$ cat src/rtl/core/tte_pkg.sv
// shared types and codes for the transposition table engine
`default_nettype none

package tte_pkg;

   // operation codes
   localparam logic OP_PROBE  = 1'b0;
   localparam logic OP_RECORD = 1'b1;

   // bound kinds
   localparam logic [1:0] BOUND_EXACT = 2'd0;
   localparam logic [1:0] BOUND_UPPER = 2'd1;
   localparam logic [1:0] BOUND_LOWER = 2'd2;

   localparam int KEY_BITS   = 64;
   localparam int DEPTH_BITS = 4;
   localparam int BOUND_BITS = 2;
   localparam int PORT_SCORE_BITS = 32;

   // control states
   typedef enum logic [1:0] {
      ST_CLEAR,
      ST_IDLE,
      ST_LOOKUP
   } state_type;

   // outcome of evaluating one beat against its table entry
   typedef struct packed {
      logic                              hit;
      logic                              stored;
      logic                              wr_en;
      logic signed [PORT_SCORE_BITS-1:0] score;
   } eval_type;

endpackage

`default_nettype wire

$ cat src/rtl/core/tte_eval.sv
// probe and record evaluation of one beat against the entry read back
`default_nettype none

module tte_eval
   import tte_pkg::*;
#(
   parameter int SCORE_BITS = 32
) (
   input  wire logic                              operation,
   input  wire logic [KEY_BITS-1:0]               position_key,
   input  wire logic [DEPTH_BITS-1:0]             ply_depth,
   input  wire logic signed [PORT_SCORE_BITS-1:0] entry_score,
   input  wire logic signed [PORT_SCORE_BITS-1:0] alpha_bound,
   input  wire logic signed [PORT_SCORE_BITS-1:0] beta_bound,
   input  wire logic                              e_valid,
   input  wire logic [KEY_BITS-1:0]               e_key,
   input  wire logic signed [SCORE_BITS-1:0]      e_score,
   input  wire logic [BOUND_BITS-1:0]             e_bound,
   input  wire logic [DEPTH_BITS-1:0]             e_depth,
   output eval_type                               result,
   output logic signed [SCORE_BITS-1:0]           sat_score
);

   logic signed [PORT_SCORE_BITS-1:0] score_hi;
   logic                              score_fits;
   logic signed [PORT_SCORE_BITS-1:0] e_score_ext;
   logic                              probe_match;
   logic                              keep_deeper;

   // saturate the incoming score to the stored width
   always_comb begin
      score_hi   = entry_score >>> (SCORE_BITS - 1);
      score_fits = (score_hi == '0) || (score_hi == '1);
      if (score_fits) begin
         sat_score = entry_score[SCORE_BITS-1:0];
      end else if (entry_score[PORT_SCORE_BITS-1]) begin
         sat_score = {1'b1, {(SCORE_BITS-1){1'b0}}};
      end else begin
         sat_score = {1'b0, {(SCORE_BITS-1){1'b1}}};
      end
   end

   // entry tests and bound selection
   always_comb begin
      e_score_ext = PORT_SCORE_BITS'(e_score);
      probe_match = e_valid && (e_key == position_key) && (e_depth <= ply_depth);
      keep_deeper = e_valid && (e_depth > ply_depth);
      result      = '0;
      if (operation == OP_RECORD) begin
         result.wr_en  = !keep_deeper;
         result.stored = !keep_deeper;
      end else if (probe_match) begin
         case (e_bound)
            BOUND_EXACT: begin
               result.hit   = 1'b1;
               result.score = e_score_ext;
            end
            BOUND_UPPER: begin
               if (e_score_ext <= alpha_bound) begin
                  result.hit   = 1'b1;
                  result.score = alpha_bound;
               end
            end
            BOUND_LOWER: begin
               if (e_score_ext >= beta_bound) begin
                  result.hit   = 1'b1;
                  result.score = beta_bound;
               end
            end
            default: begin
               result.hit = 1'b0;
            end
         endcase
      end
   end

endmodule

`default_nettype wire

$ cat config.mk
export PLATFORM = sky130hd
export DESIGN_NAME = tte_eval
export DESIGN_NICKNAME = d
export VERILOG_FILES = /design/src/rtl/core/tte_pkg.sv /design/src/rtl/core/tte_eval.sv
export SDC_FILE = /design/constraint.sdc
export NUM_CORES = 1
export LEC_CHECK = 0
export BUFFER_PORTS_ARGS = -buffer_cell sky130_fd_sc_hd__buf_2
export CAP_MARGIN = 10
export CORE_AREA = 4 4 128 130
export DETAILED_ROUTE_END_ITERATION = 8
export DIE_AREA = 0 0 132 134
export PLACE_DENSITY = 0.69
export SLEW_MARGIN = 30
export SYNTH_ARGS = -nofsm -noshare
export SYNTH_HDL_FRONTEND = slang
export SYNTH_SLANG_ARGS = --single-unit
$ cat constraint.sdc
create_clock -name vclk -period 5.88
set_clock_uncertainty 0.2 [all_clocks]
set_input_delay 1.176 -clock vclk [all_inputs]
set_output_delay 1.176 -clock vclk [all_outputs]
set_load 0.05 [all_outputs]
After elaboration in Yosys (flattened, before gate mapping)
Cells that the tools add are included.
- divide/modulo/power cells: 0
- bitwise logic cells: 0
- reduce and logical (&&, ||, !) cells: 7
- add/subtract/negate cells: 0
- equal/unequal tests: 4
- shift operators: 0
- mux-type cells: 13
- $lt $le $gt $ge: 4
- $mul: 0
- operator list (cell ; count):
    32-bit two-way mux ; 6
    32-bit one-hot mux with 3 select lines ; 1
    64-bit == test ; 1
    32-bit == test, second input constant ; 1
    32-bit greater-or-equal comparator ; 1
    32-bit less-or-equal comparator ; 1
    32-bit logical NOT ; 1
    4-bit > comparator ; 1
    4-bit less-or-equal comparator ; 1
    1-bit two-way mux ; 4
    1-bit logical AND ; 3
    1-bit one-hot mux with 3 select lines ; 1
    2-bit by 1-bit == test with 1-bit output, second input constant ; 1
    2-bit == test, second input constant ; 1
    2-bit logical NOT ; 1
    2-bit two-way mux ; 1
    1-bit logical NOT ; 1
    1-bit logical OR ; 1
- memory bits (read-only): 0
- register bits after elaboration: 0
- memories: 0
- word-level logic and storage cells: 28
- bits in latches: 0
- output and inout bits: 67
- bits in writable memories: 0
- bits of input ports: 268

Longest topological paths before layout
- depth in word-level cells: 5
- gate-level depth with buffers: 10
- mapped depth without buffers: 9

Worst setup path after synthesis
Ideal clock, no wire load.
- kind: input to output
- start point: input beta_bound[30]
- end point: output result[13] in the netlist's numbering
- arrival time: 3.953 ns
- path slack: 0.551 ns
- required time: 4.504 ns
- path buffers: 1
- stages: 10
- cells stage by stage: inv_1 > ha_1 > a21oi_1 > nand2_1 > a221oi_1 > o211ai_1 > o32ai_1 > a21oi_2 > clkbuf_1 > o311ai_1
- RTL lines (element ; RTL line ; text):
    from (decl) ; tte_eval.sv:14 ; input wire logic signed [PORT_SCORE_BITS-1:0] beta_bound,
    to (decl) ; tte_eval.sv:20 ; output eval_type result,

==> results.sh <==
export IMPL_final_hold_viol_count=0
export IMPL_area_delta_synth_final_pct=31.4
export IMPL_cp_slowest_stage_delay_ps=620
export IMPL_slew_headroom=0.496
export IMPL_postSynthCellCount=536
export IMPL_yosys_warnings=0
export IMPL_yosysMostFrequentCell="inv_1"
export IMPL_viasPerCell=4.97
export IMPL_hold_start="entry_score[22]"
export IMPL_cp_cell_sequence="buf_2 > inv_1 > ha_1 > nand4_1 > nor4_1 > nand2_1 > o211ai_1 > o32ai_1 > a21oi_4 > buf_4 > o311ai_1 > buf_2"
export IMPL_synth_cell_type_count=50
export IMPL_start_util=0.254
export IMPL_status="completed"
export IMPL_cts_hold_buf=0
export IMPL_antennaDiodeCount=0
export IMPL_die_h_um=134
export IMPL_dieArea_mm2=0.0177
export IMPL_post_place_cells=943
export IMPL_first_global_vias=4813
export IMPL_num_clock_buffers=0
export IMPL_grt_pass1_wl_mm=23.3
export IMPL_dr_total_vias=4690
export IMPL_fin_nets=1093
export IMPL_final_cell_area_mm2=0.00506
export IMPL_rows=45
export IMPL_period_share=0.917
export IMPL_fp_dieW_um=132
export IMPL_finalSetupViolCount=0
export IMPL_slowest_stage="a21oi_4"
export IMPL_ir_drop_uv=42.1
export IMPL_arrival_ps=4010
export IMPL_grt_total_usage=0.158
export IMPL_drt_iter0_drc=154
export IMPL_antenna_found_initial=1
export IMPL_pre_cts_slack_ps=480
export IMPL_fin_cells=943
export IMPL_post_dp_cell_area_mm2=0.00506
export IMPL_drt_pass1_iterations=5
export IMPL_rsz0062_at_grt="no"
export IMPL_routed_wirelength_mm=15.2
export IMPL_yosys_top_cells_area="ha_1 22%, nand4_1 8.8%, xnor2_1 8.6%, inv_1 7.9%, o311ai_1 7.1%"
export IMPL_cp_common_cell="buf_2"
export IMPL_hpwl_mm=13.4
export IMPL_gp_congestion=0.822
export IMPL_overflow=0
export IMPL_io_pin_count=335
export IMPL_drcViolationCount=0
export IMPL_fin_tns_setup_ps=0
export IMPL_worstSetupEndpointType="output pin"
export IMPL_startpoint_type="input port"
export IMPL_seq_cell_count=0
export IMPL_holdCritPathClass="in -> out"
export IMPL_cts_setup_buffers=0
export IMPL_regArea_um2=0
export IMPL_report_final_slew_viol_count=0
export IMPL_synthTopCellsByCount="81 x inv_1, 68 x ha_1, 54 x nand4_1, 49 x nand2_1, 38 x xnor2_1"
export IMPL_antenna_left=0
export IMPL_wl_per_cell_um=16.1
export IMPL_syn_area_per_cell_um2=7.19
export IMPL_p_total_mw=0.307
export IMPL_power_leakage_nw=2.67
export IMPL_fmax_mhz=186
export IMPL_whs_endpoint="sat_score[22]"
export IMPL_worst_hold_path_num_cells=0
export IMPL_syn_num_nets=872
export IMPL_path_class="in -> out"
export IMPL_yosysSeqAreaShare=0
export IMPL_worst_slack_ps=490
export IMPL_drive_gt1_frac=0.379
export IMPL_yosys_area_top_type="ha_1"
export IMPL_fin_crit_ps=5390
export IMPL_syn_area_mm2=0.00385
export IMPL_cp_max_fo=22
export IMPL_cts_resized=0
export IMPL_power_density_mw_per_mm2=60.7
export IMPL_portBuffers=271
export IMPL_synth_top_cell_area_share=0.221
export IMPL_grt_start_max_net_pins=66
export IMPL_cap_violations=0
export IMPL_tightestPinTransition_ps=754
export IMPL_fp_coreArea_mm2=0.0151
export IMPL_critPathRequiredTime_ps=4500
==> worst max-delay path by stage <==
stage	from	endpoint	slack, ps
after floorplan	beta_bound[30]	result[13]	550
final	beta_bound[31]	result[25]	490
after global placement	beta_bound[31]	result[24]	530
after detailed placement	beta_bound[31]	result[25]	480
after CTS	beta_bound[31]	result[30]	470
after global routing	beta_bound[31]	result[31]	300
==> kinds of logic after synthesis <==
group | after synthesis | synth area share
xor gates and xnor gates | 54 | 0.123
adders and majority gates | 68 | 0.221
AOI/OAI and AO/OA | 99 | 0.188
buffers and inverters | 140 | 0.198
and+or+nand+nor | 175 | 0.270
==> routing by layer <==
metal,GRT usage,part of all wire,up-vias
met5,0,0,-
met4,0.0298,0.016,0
met3,0.0311,0.077,16
met2,0.306,0.52,205
met1,0.179,0.39,2100
li1,-,-,2369
==> worst max-delay path, delay by kind of cell <==
kind / cells / cell delay [ps]
and+or+nand+nor: 3 / 710
adders and majority gates: 1 / 400
AOI/OAI and AO/OA: 4 / 1050
buffers and inverters: 4 / 670
==> area by class of cell <==
type	count	area, um^2
timing repair buffer	278	1420
inverter	81	304
fill	1650	10100
tap	188	235
multi-input combinational	396	3100
==> layout by cell type, fill, tap and decap left out, types with 2 or more instances in the layout <==
cell type / instances
o211ai_1: 4
buf_4: 6
nand4_1: 54
o21a_1: 2
a221oi_1: 4
nor2b_1: 5
inv_1: 81
nand2b_1: 3
and4_1: 2
nor2_1: 7
xnor2_1: 38
nand3_1: 7
o221ai_1: 2
nand3b_1: 30
a21oi_1: 26
a22oi_1: 2
buf_2: 271
o2bb2ai_1: 2
xor2_1: 16
o21ai_0: 7
a2111o_1: 2
nor3_1: 3
nand2_1: 49
a211oi_1: 2
a221o_1: 2
nor4_2: 2
nor4_1: 7
ha_1: 68
o311ai_1: 31
a21o_1: 2
nor4_4: 2
==> report_power, final <==
| part | internal (mW) | switching (mW) | leakage (nW) |
|---|---|---|---|
| combinational | 0.142 | 0.165 | 2.67 |
| clock | 0 | 0 | 0 |
| sequential | 0 | 0 | 0 |
==> metrics by stage <==
step	utilization	hold WS, ps
detailed placement	0.334	2150
finish	0.334	2150
floorplan	-	2320
CTS	0.334	2150
global placement	0.334	2150
global route	0.334	2150
Note: power is estimated with default switching activity, not from simulation.
