## src/rtl/core/tte_ram.sv

```systemverilog
// generic single-port-write, registered-read synchronous ram
`default_nettype none

module tte_ram #(
   parameter int WIDTH = 8,
   parameter int DEPTH = 16
) (
   input  wire logic                     clock,
   input  wire logic                     wr_en,
   input  wire logic [$clog2(DEPTH)-1:0] wr_addr,
   input  wire logic [WIDTH-1:0]         wr_data,
   input  wire logic                     rd_en,
   input  wire logic [$clog2(DEPTH)-1:0] rd_addr,
   output logic      [WIDTH-1:0]         rd_data
);

   logic [WIDTH-1:0] mem [DEPTH];

   // write port
   always_ff @(posedge clock) begin
      if (wr_en) begin
         mem[wr_addr] <= wr_data;
      end
   end

   // registered read port
   always_ff @(posedge clock) begin
      if (rd_en) begin
         rd_data <= mem[rd_addr];
      end
   end

endmodule

`default_nettype wire

```

## config.mk

```make
export PLATFORM = sky130hd
export DESIGN_NAME = tte_ram
export DESIGN_NICKNAME = d
export VERILOG_FILES = /design/src/rtl/core/tte_ram.sv
export SDC_FILE = /design/constraint.sdc
export NUM_CORES = 1
export LEC_CHECK = 0
export ABC_CLOCK_PERIOD_IN_PS = 2500
export BUFFER_PORTS_ARGS = -buffer_cell sky130_fd_sc_hd__buf_2
export CAP_MARGIN = 20
export CORE_MARGIN = 8
export CORE_UTILIZATION = 60
export DETAILED_ROUTE_END_ITERATION = 7
export PLACE_DENSITY = 0.77
export SLEW_MARGIN = 20
export SYNTH_ARGS = -nofsm -noshare
export SYNTH_HDL_FRONTEND = slang
export SYNTH_SLANG_ARGS = --single-unit
```

## constraint.sdc

```tcl
create_clock -name clock -period 2.5 [get_ports clock]
set_input_delay 0.125 -clock clock [delete_from_list [all_inputs] [get_ports clock]]
set_output_delay 0.125 -clock clock [all_outputs]
set_load 0.05 [all_outputs]
```

==> Word-level counts from Yosys, hierarchy flattened <==
Memory sizes are Yosys's and may differ from the RTL's. A register that Yosys moved wholly into a read port is not among the register bits.
Index checks and enable logic that the tools add are counted.
{ "classes": {"mux": 2} }
{ "ops": {"columns": ["operator", "n"], "rows": [
  ["1-bit 2-to-1 mux", 2]
]} }
{ "totals": {"ff_bits": 0, "ram_bits": 128, "out_inout_bits": 8, "wordCells": 3, "mem_count": 1} }
{ "mem_list": {"columns": ["name", "words", "width", "rd", "rd_clocked_by_memory_dff", "wr", "line_no", "source"], "rows": [
  ["mem", 16, 8, 1, 1, 1, "17", "logic [WIDTH-1:0] mem [DEPTH];"]
]} }

==> Logic depth before layout (Yosys ltp) <==
Gate-level depths: netlist (run 1).
{ "logic_depth": {"word_depth": 2, "ltp_mapped": 5} }

==> Worst setup path after synthesis (run 1) <==
Ideal clock, no wire load.
{ "synth_path": {"kind": "input to register", "from": "in wr_addr[2]", "to": "mem mem[0][0] (enable)", "t_arrival_ns": 1.235, "required_ns": 2.117, "setup_slack_ns": 0.882, "stages": 2, "n_path_buf": 0, "cell_sequence": "or3b_2 > nor3_1"} }
{ "synth_lines": {"columns": ["element", "line_no", "source"], "rows": [
  ["start, declared", "10", "input wire logic [$clog2(DEPTH)-1:0] wr_addr,"],
  ["end, declared", "17", null]
]} }
No word-level cell before the write port.

==> out/qor.yml, run 1 <==
worst_hold_path:
  min_path_type: "in2reg"
  holdPathStages: 1
worst_setup_path:
  ff2ff_path_depth: 3
  required_ns: 2.74
  arrival_ns: 1.82
  endpoint_kind: "flop"
  critPathLaunchType: "flop"
  crit_type: "reg2reg"
  cp_max_fo: 1
timing:
  slew_violations: 0
  setup_ws_ns: 0.921
  hold_viol: 0
  max_slew_margin: 0.412
  setup_viol_count_final: 0
  fmax_ghz: 0.633
  tightestPinTransition_ns: 0.879
  grt_setup_unrepaired: "no"
  finalCritPeriodShare: 0.632
  tns_ns: 0
  finalClockSkew_ns: 0.0119
  fin_hold_ws_ns: 0.0239
  layout_min_cycle_time_ns: 1.58
die:
  core_um2: 8590
  start_util: 0.608
  ios: 27
  die_w_um: 109
  rows: 34
  die_h_um: 109
  dieArea_um2: 12000
clocking:
  h-tree-depth: 4
  path_clk_slew_ns: 0.06
  clockBufferDepth: 2
  root_buffer: "clkbuf_8"
  cts_made_buffers: 17
  cts_setup_buffers: 0
  cts_num_sinks: 136
  cts_tree: "yes"
  clock_latency_ns: 0.51
cells_and_area:
  fin_cells: 402
  design_area_um2: 6120
  post-route-util: 0.712
  drive_above_1_share: 0.289
  seq_area_um2: 4080
  num-nets-final: 301
  multi_input_area_um2: 1060
  num_antenna_cells: 0
  fillers: 494
  syn2layout_area_growth_pct: 17.1
logic_synthesis:
  synth_top_family_by_area: "multiplexers"
  synth_area_leaders: "edfxtp_1 (78%), mux4_2 (7.8%), mux4_1 (7.0%)"
  synth_xor_area_frac: 0
  synth_seq_cells: 136
  synth-adder-area-share: 0
  avgSynthCellArea_um2: 22.8
  yosys.area.top_type: "edfxtp_1"
  syn_inst: 229
  ys_seq_area_frac: 0.781
  synth_area_um2: 5230
  syn_nets: 248
  synth_top_area_share: 0.781
  synthMuxAreaShare: 0.148
  synth_compound_area_frac: 0.0230
  synth_warnings: 0
  yosysUniqueCellTypes: 18
  synth_simple_gate_area_frac: 0.0314
pwr:
  p_leak_nw: 2.06
  p_per_area_nw_per_um2: 841
  power_mw: 5.15
  ir_drop_v: 0.000606
route:
  wl_per_cell_um: 25.6
  ant_nets: 0
  avgViaCountPerCell: 6.28
  dr.pass1.iters: 4
  drt_iter0_drc: 204
  drc: 0
  drt-total-wl_mm: 10.3
  vias: 2525
placed_design:
  io_buffers: 26
  finalWeightedCongestion: 0.756
  pre_cts_ws_ns: 0.681
  placedCellCount: 364
  placedInstanceArea_um2: 5500
  dp_hpwl_mm: 5.98
global_route:
  grt_usage: 0.186
  antenna_found_initial: 0
  grt_max_degree: 33
  first_global_vias: 2600
  grt-ovfl-total: 0
  grt_pass1_wl_mm: 15.4
run_status:
  status: "finished clean"
run:
  maxCapViolCount: 0
-- cells by family after synthesis --
group           count (synthesis)
flops                         136
simple gates                   35
mux                            32
compound gates                 16
buf+inv                        10
-- registers in the layout, summed over array words and instances, names as in the netlist --
| name | cells |
|---|---|
| mem | 128 |
| rd_data | 8 |
-- power breakdown --
group	internal [mW]	leakage, nW	switching, mW
Sequential	2.57	1.24	0.0146
Clock	1.40	0.260	0.893
Combinational	0.103	0.564	0.172
Total	4.07	2.06	1.08
-- cell usage in the layout (no fill, tap or decap), types with 7 or more instances in the layout --
cell type	count
nand2_1	9
buf_4	10
mux4_2	18
dlygate4sd3_1	7
edfxtp_1	136
a22oi_1	16
mux4_1	14
buf_2	26
nor2_1	13
clkbuf_16	16
-- what timing repair did --
item | CTS | global route
hold buffers | 6 | 1
gates resized for setup | 0 | 0
hold endpoints to repair | 83 | 4
-- worst max-delay path, cell delays in order (launching register included) --
cell      delay [ns]
edfxtp_1        0.39
mux4_1          0.54
a22oi_1         0.27
nand2_1         0.11
-- metal layers --
| layer | up-vias | global-route usage | wire, µm |
|---|---|---|---|
| met3 | 9 | 0.0516 | 669 |
| li1 | 1086 | - | - |
| met5 | - | 0 | 0 |
| met1 | 1311 | 0.239 | 4190 |
| met4 | 0 | 0.0694 | 138 |
| met2 | 119 | 0.300 | 5290 |
-- worst paths after layout --
kind                            slack (ns)    endpoint        from
worst max-delay path                  0.92  rd_data[3]   mem[4][3]
worst min-delay path                  0.02   mem[6][6]  wr_data[6]
worst max register to register        0.92  rd_data[3]   mem[4][3]
worst min register to register        0.76  rd_data[1]   mem[8][1]
-- area by class of cell --
type	instances	area share
Clock buffer	17	0.0677
Clock inverter	14	0.0221
Multi-Input combinational cell	83	0.173
Sequential cell	136	0.667
Timing Repair Buffer	44	0.0482
Tap cell	108	0.0221
-- cells in the mapped netlist (all sizes together) --
cell	instances
nand2	9
nor2b	1
nand3	1
edfxtp	136
and2b	1
mux4	32
or3b	1
a22oi	16
and2	1
nand3b	2
clkdlybuf4s25	3
buf	7
nor2	13
nor3	4
nand2b	2
Power figures use the tool's default switching activity.
==> run 2: changes to the inputs <==
Settings changed: ABC_CLOCK_PERIOD_IN_PS 2500 to 1550.
Clock period 2.5 ns to 1.55 ns, I/O delays scaled along.
==> run 2 against run 1 <==
Compared with the run above:
- combinational power up 82%
- critical path depth unchanged
- sequential share of layout area down 2.7 points
- first-iteration DRC count down 20%
- clock skew down 0.0011 ns
- critical endpoint is now rd_data[5]
- largest cell class unchanged
==> out/qor.yml, run 2 (synthesis results as in run 1) <==
clocking:
  cts_made_buffers: 17
  path_clk_slew_ns: 0.06
  h-tree-depth: 4
  cts_num_sinks: 136
  clockBufferDepth: 2
  cts_tree: "yes"
  cts_setup_buffers: 0
  root_buffer: "clkbuf_8"
  clock_latency_ns: 0.52
cells_and_area:
  num_antenna_cells: 0
  reg_top3: "mem: 128 flops, rd_data: 8 flops"
  layout_common_cells: "edfxtp_1 (136), buf_4 (28), buf_2 (26)"
  num-nets-final: 323
  post-route-util: 0.742
  final_common_cell: "edfxtp_1"
  largest_register_ffs: 128
  drive_above_1_share: 0.364
  syn2layout_area_growth_pct: 22.0
  top_register: "mem"
die:
  ios: 27
  rows: 34
  dieArea_um2: 12000
  die_w_um: 109
  die_h_um: 109
  start_util: 0.608
  core_um2: 8590
worst_setup_path:
  arrival_ns: 1.76
  ff2ff_path_depth: 3
  cp_max_fo: 1
  ff2ff_setup_slack_ns: 0.05
  worst-path-stages: 3
  endpoint_kind: "flop"
  cpPeakStageDelay_ns: 0.51
  r2r_end: "rd_data[5]"
  cpMaxStageDelayCell: "mux4_2"
  cp_top_family: "multiplexers"
  path_buf_inv: 0
  cp-startpoint: "mem[3][5]"
  required_ns: 1.80
  crit_type: "reg2reg"
  setup.worst_path.end: "rd_data[5]"
  crit_chain: "mux4_2 > a22oi_2 > nand2_1"
  r2r_start: "mem[3][5]"
  critPathLaunchType: "flop"
placed_design:
  dp_hpwl_mm: 6.60
  pre_cts_ws_ns: -0.152
  io_buffers: 26
  finalWeightedCongestion: 0.748
timing:
  max_slew_margin: 0.650
  finalClockSkew_ns: 0.0108
  tightestPinTransition_ns: 0.525
  setup_ws_ns: 0.0462
  slew_violations: 0
  setup_viol_count_final: 0
  layout_min_cycle_time_ns: 1.50
  hold_viol: 0
  fmax_ghz: 0.665
  finalCritPeriodShare: 0.970
run:
  maxCapViolCount: 0
pwr:
  ir_drop_v: 0.000921
  power_mw: 8.54
  p_per_area_nw_per_um2: 1340
  p_leak_nw: 2.19
route:
  wl_per_cell_um: 25.2
  ant_nets: 0
  drt-total-wl_mm: 10.7
  drt_iter0_drc: 164
  avgViaCountPerCell: 6.25
  vias: 2649
  drc: 0
  dr.pass1.iters: 4
global_route:
  first_global_vias: 2733
  grt-ovfl-total: 0
  grt_usage: 0.195
  grt_max_degree: 33
  grt_pass1_wl_mm: 16.0
  antenna_found_initial: 0
worst_hold_path:
  min_path_type: "in2reg"
run_status:
  status: "finished clean"
-- run 2: report_power, final --
part           switching, mW  total (mW)  internal, mW
clock                   1.46        3.87          2.42
sequential            0.0230        4.17          4.14
combinational          0.300       0.500         0.200
-- run 2: metrics by stage --
stage | TNS (ns) | std cells | cell area, µm² | hold WS [ns]
floorplan | 0 | 229 | 5230 | 0.176
global placement | -0.649 | 384 | 5680 | 0.461
detailed placement | -0.920 | 384 | 5680 | 0.471
CTS | 0 | 424 | 6350 | 0.101
global route | -0.0675 | 424 | 6380 | 0.120
finish | 0 | 424 | 6380 | 0.121
-- run 2: area by class of cell --
type,instances,area [µm²]
repair buffers,66,490
flip-flops and latches,136,4080
clock inverters,14,159
well taps,108,135
clock buffers,17,414
multi-input cells,83,1090
fillers,484,2220
-- run 2: worst min-delay path by stage --
stage          slack (ns)       start  cells after the start          to
6_report             0.12  wr_addr[0]                      3   mem[0][6]
4_1_cts              0.10  wr_addr[0]                      3   mem[0][3]
2_1_floorplan        0.18  wr_data[0]                      0   mem[0][0]
3_5_place_dp         0.47  wr_data[0]                      1  mem[11][0]
3_3_place_gp         0.46       rd_en                      1  rd_data[3]
5_1_grt              0.12  wr_addr[0]                      3   mem[0][3]
-- run 2: repair_timing --
action / CTS / global route
hold endpoints to repair: 136 / 0
setup endpoints to repair: 1 / 7
pin swaps: 1 / 1
hold buffers: 9 / 0
resized for setup: 1 / 7
-- run 2: worst reg2reg max path, stage by stage (launching register included) --
cell	delay (ns)
edfxtp_1	0.37
mux4_2	0.51
a22oi_2	0.26
nand2_1	0.10
-- run 2: metal layers --
layer,part of all wire,global-route usage,vias to the layer above
li1,-,-,1131
met1,0.41,0.257,1354
met2,0.50,0.307,156
met3,0.083,0.0545,8
met4,0.011,0.0723,0
met5,0,0,-
==> run 3: changes to the inputs <==
Settings changed: ABC_CLOCK_PERIOD_IN_PS 1550 to 1750, RECOVER_POWER from default to 25, SKIP_CTS_REPAIR_TIMING from default to 1.
Clock period 1.55 ns to 1.75 ns, I/O delays scaled along.
==> run 3 against run 2 <==
Compared with the run above:
- via count fell by 2.8%
- sequential power shrank 11%
- worst hold slack better by 0.0050 ns
- global-route usage is essentially flat
- cell count down 1.4%
- critical path depth unchanged
- count of clock-buffer cells in the layout is 2 higher
- highest routed layer unchanged
- power shrank 6.3%
- routed wire length grew 4.1%
==> out/qor.yml, run 3 (synthesis results as in run 1) <==
run_status:
  status: "finished clean"
timing:
  tightestPinTransition_ns: 0.611
  max_slew_margin: 0.593
  finalClockSkew_ns: 0.00877
  slew_violations: 0
  hold_viol: 0
  fmax_ghz: 0.618
  grt_setup_unrepaired: "no"
  layout_min_cycle_time_ns: 1.62
  finalCritPeriodShare: 0.925
  setup_viol_count_final: 0
route:
  avgViaCountPerCell: 6.16
  vias: 2576
  wl_per_cell_um: 26.7
  drt_iter0_drc: 219
  drt-total-wl_mm: 11.1
  ant_nets: 0
  dr.pass1.iters: 4
  drc: 0
die:
  core_um2: 8590
  rows: 34
  dieArea_um2: 12000
  die_w_um: 109
  die_h_um: 109
  ios: 27
  start_util: 0.608
global_route:
  antenna_found_initial: 0
  first_global_vias: 2656
  grt_max_degree: 17
  grt_usage: 0.196
  grt_pass1_wl_mm: 16.0
  grt-ovfl-total: 0
cells_and_area:
  num_antenna_cells: 0
  drive_above_1_share: 0.277
  reg_top3: "mem: 128 flops, rd_data: 8 flops"
  layout_common_cells: "edfxtp_1 (136), buf_2 (24), mux4_2 (18)"
  design_area_um2: 6310
  top_register: "mem"
  num-nets-final: 316
  syn2layout_area_growth_pct: 20.7
  final_common_cell: "edfxtp_1"
  fillers: 487
  post-route-util: 0.734
  largest_register_ffs: 128
clocking:
  clock_latency_ns: 0.52
  path_clk_slew_ns: 0.06
  cts_tree: "yes"
  clockBufferDepth: 2
  cts_num_sinks: 136
  root_buffer: "clkbuf_8"
  cts_made_buffers: 17
  h-tree-depth: 4
placed_design:
  placedInstanceArea_um2: 5610
  finalWeightedCongestion: 0.757
  dp_hpwl_mm: 6.41
  io_buffers: 26
run:
  maxCapViolCount: 0
worst_setup_path:
  critPathLaunchType: "flop"
  arrival_ns: 1.87
  crit_type: "reg2reg"
  cp_max_fo: 1
  endpoint_kind: "flop"
  required_ns: 2.00
worst_hold_path:
  min_path_type: "in2reg"
pwr:
  power_mw: 8.00
  ir_drop_v: 0.000922
  p_leak_nw: 2.14
  p_per_area_nw_per_um2: 1270
-- run 3: critical path, cell delays in order (launching register included) --
cell      delay [ns]
edfxtp_1        0.37
mux4_2          0.48
a22oi_1         0.35
nand2_1         0.14
-- run 3: final timing paths --
kind / to / depth (start not counted) / startpoint / slack (ns)
worst min register to register: rd_data[3] / 3 / mem[8][3] / 0.77
worst max-delay path: rd_data[6] / 3 / mem[11][6] / 0.13
worst min-delay path: mem[4][6] / 3 / wr_addr[1] / 0.13
worst max register to register: rd_data[6] / 3 / mem[11][6] / 0.13
-- run 3: per-layer routing --
layer	routed length (µm)	GRT usage
met1	4470	0.245
met2	5790	0.322
met3	711	0.0580
met4	170	0.0646
met5	0	0
-- run 3: area by class of cell --
cell class,count,area [µm²],area share
Clock buffer,19,422,0.0668
Clock inverter,13,226,0.0359
Multi-Input combinational cell,83,1060,0.168
Sequential cell,136,4080,0.647
Tap cell,108,135,0.0214
Timing Repair Buffer,59,385,0.0611
-- run 3: stage by stage --
stage	instances	setup TNS [ns]	hold slack, ns	setup WS, ns
2_1_floorplan	229	0	0.186	0.170
3_3_place_gp	377	0	0.469	0.0485
3_5_place_dp	377	-0.00459	0.469	-0.00459
4_1_cts	409	0	-0.0812	0.0689
5_1_grt	418	0	0.130	0.0938
6_report	418	0	0.126	0.131
-- run 3: where the power goes --
group / internal [mW] / switching, mW
Sequential: 3.67 / 0.0243
Clock: 2.59 / 1.29
Combinational: 0.160 / 0.255
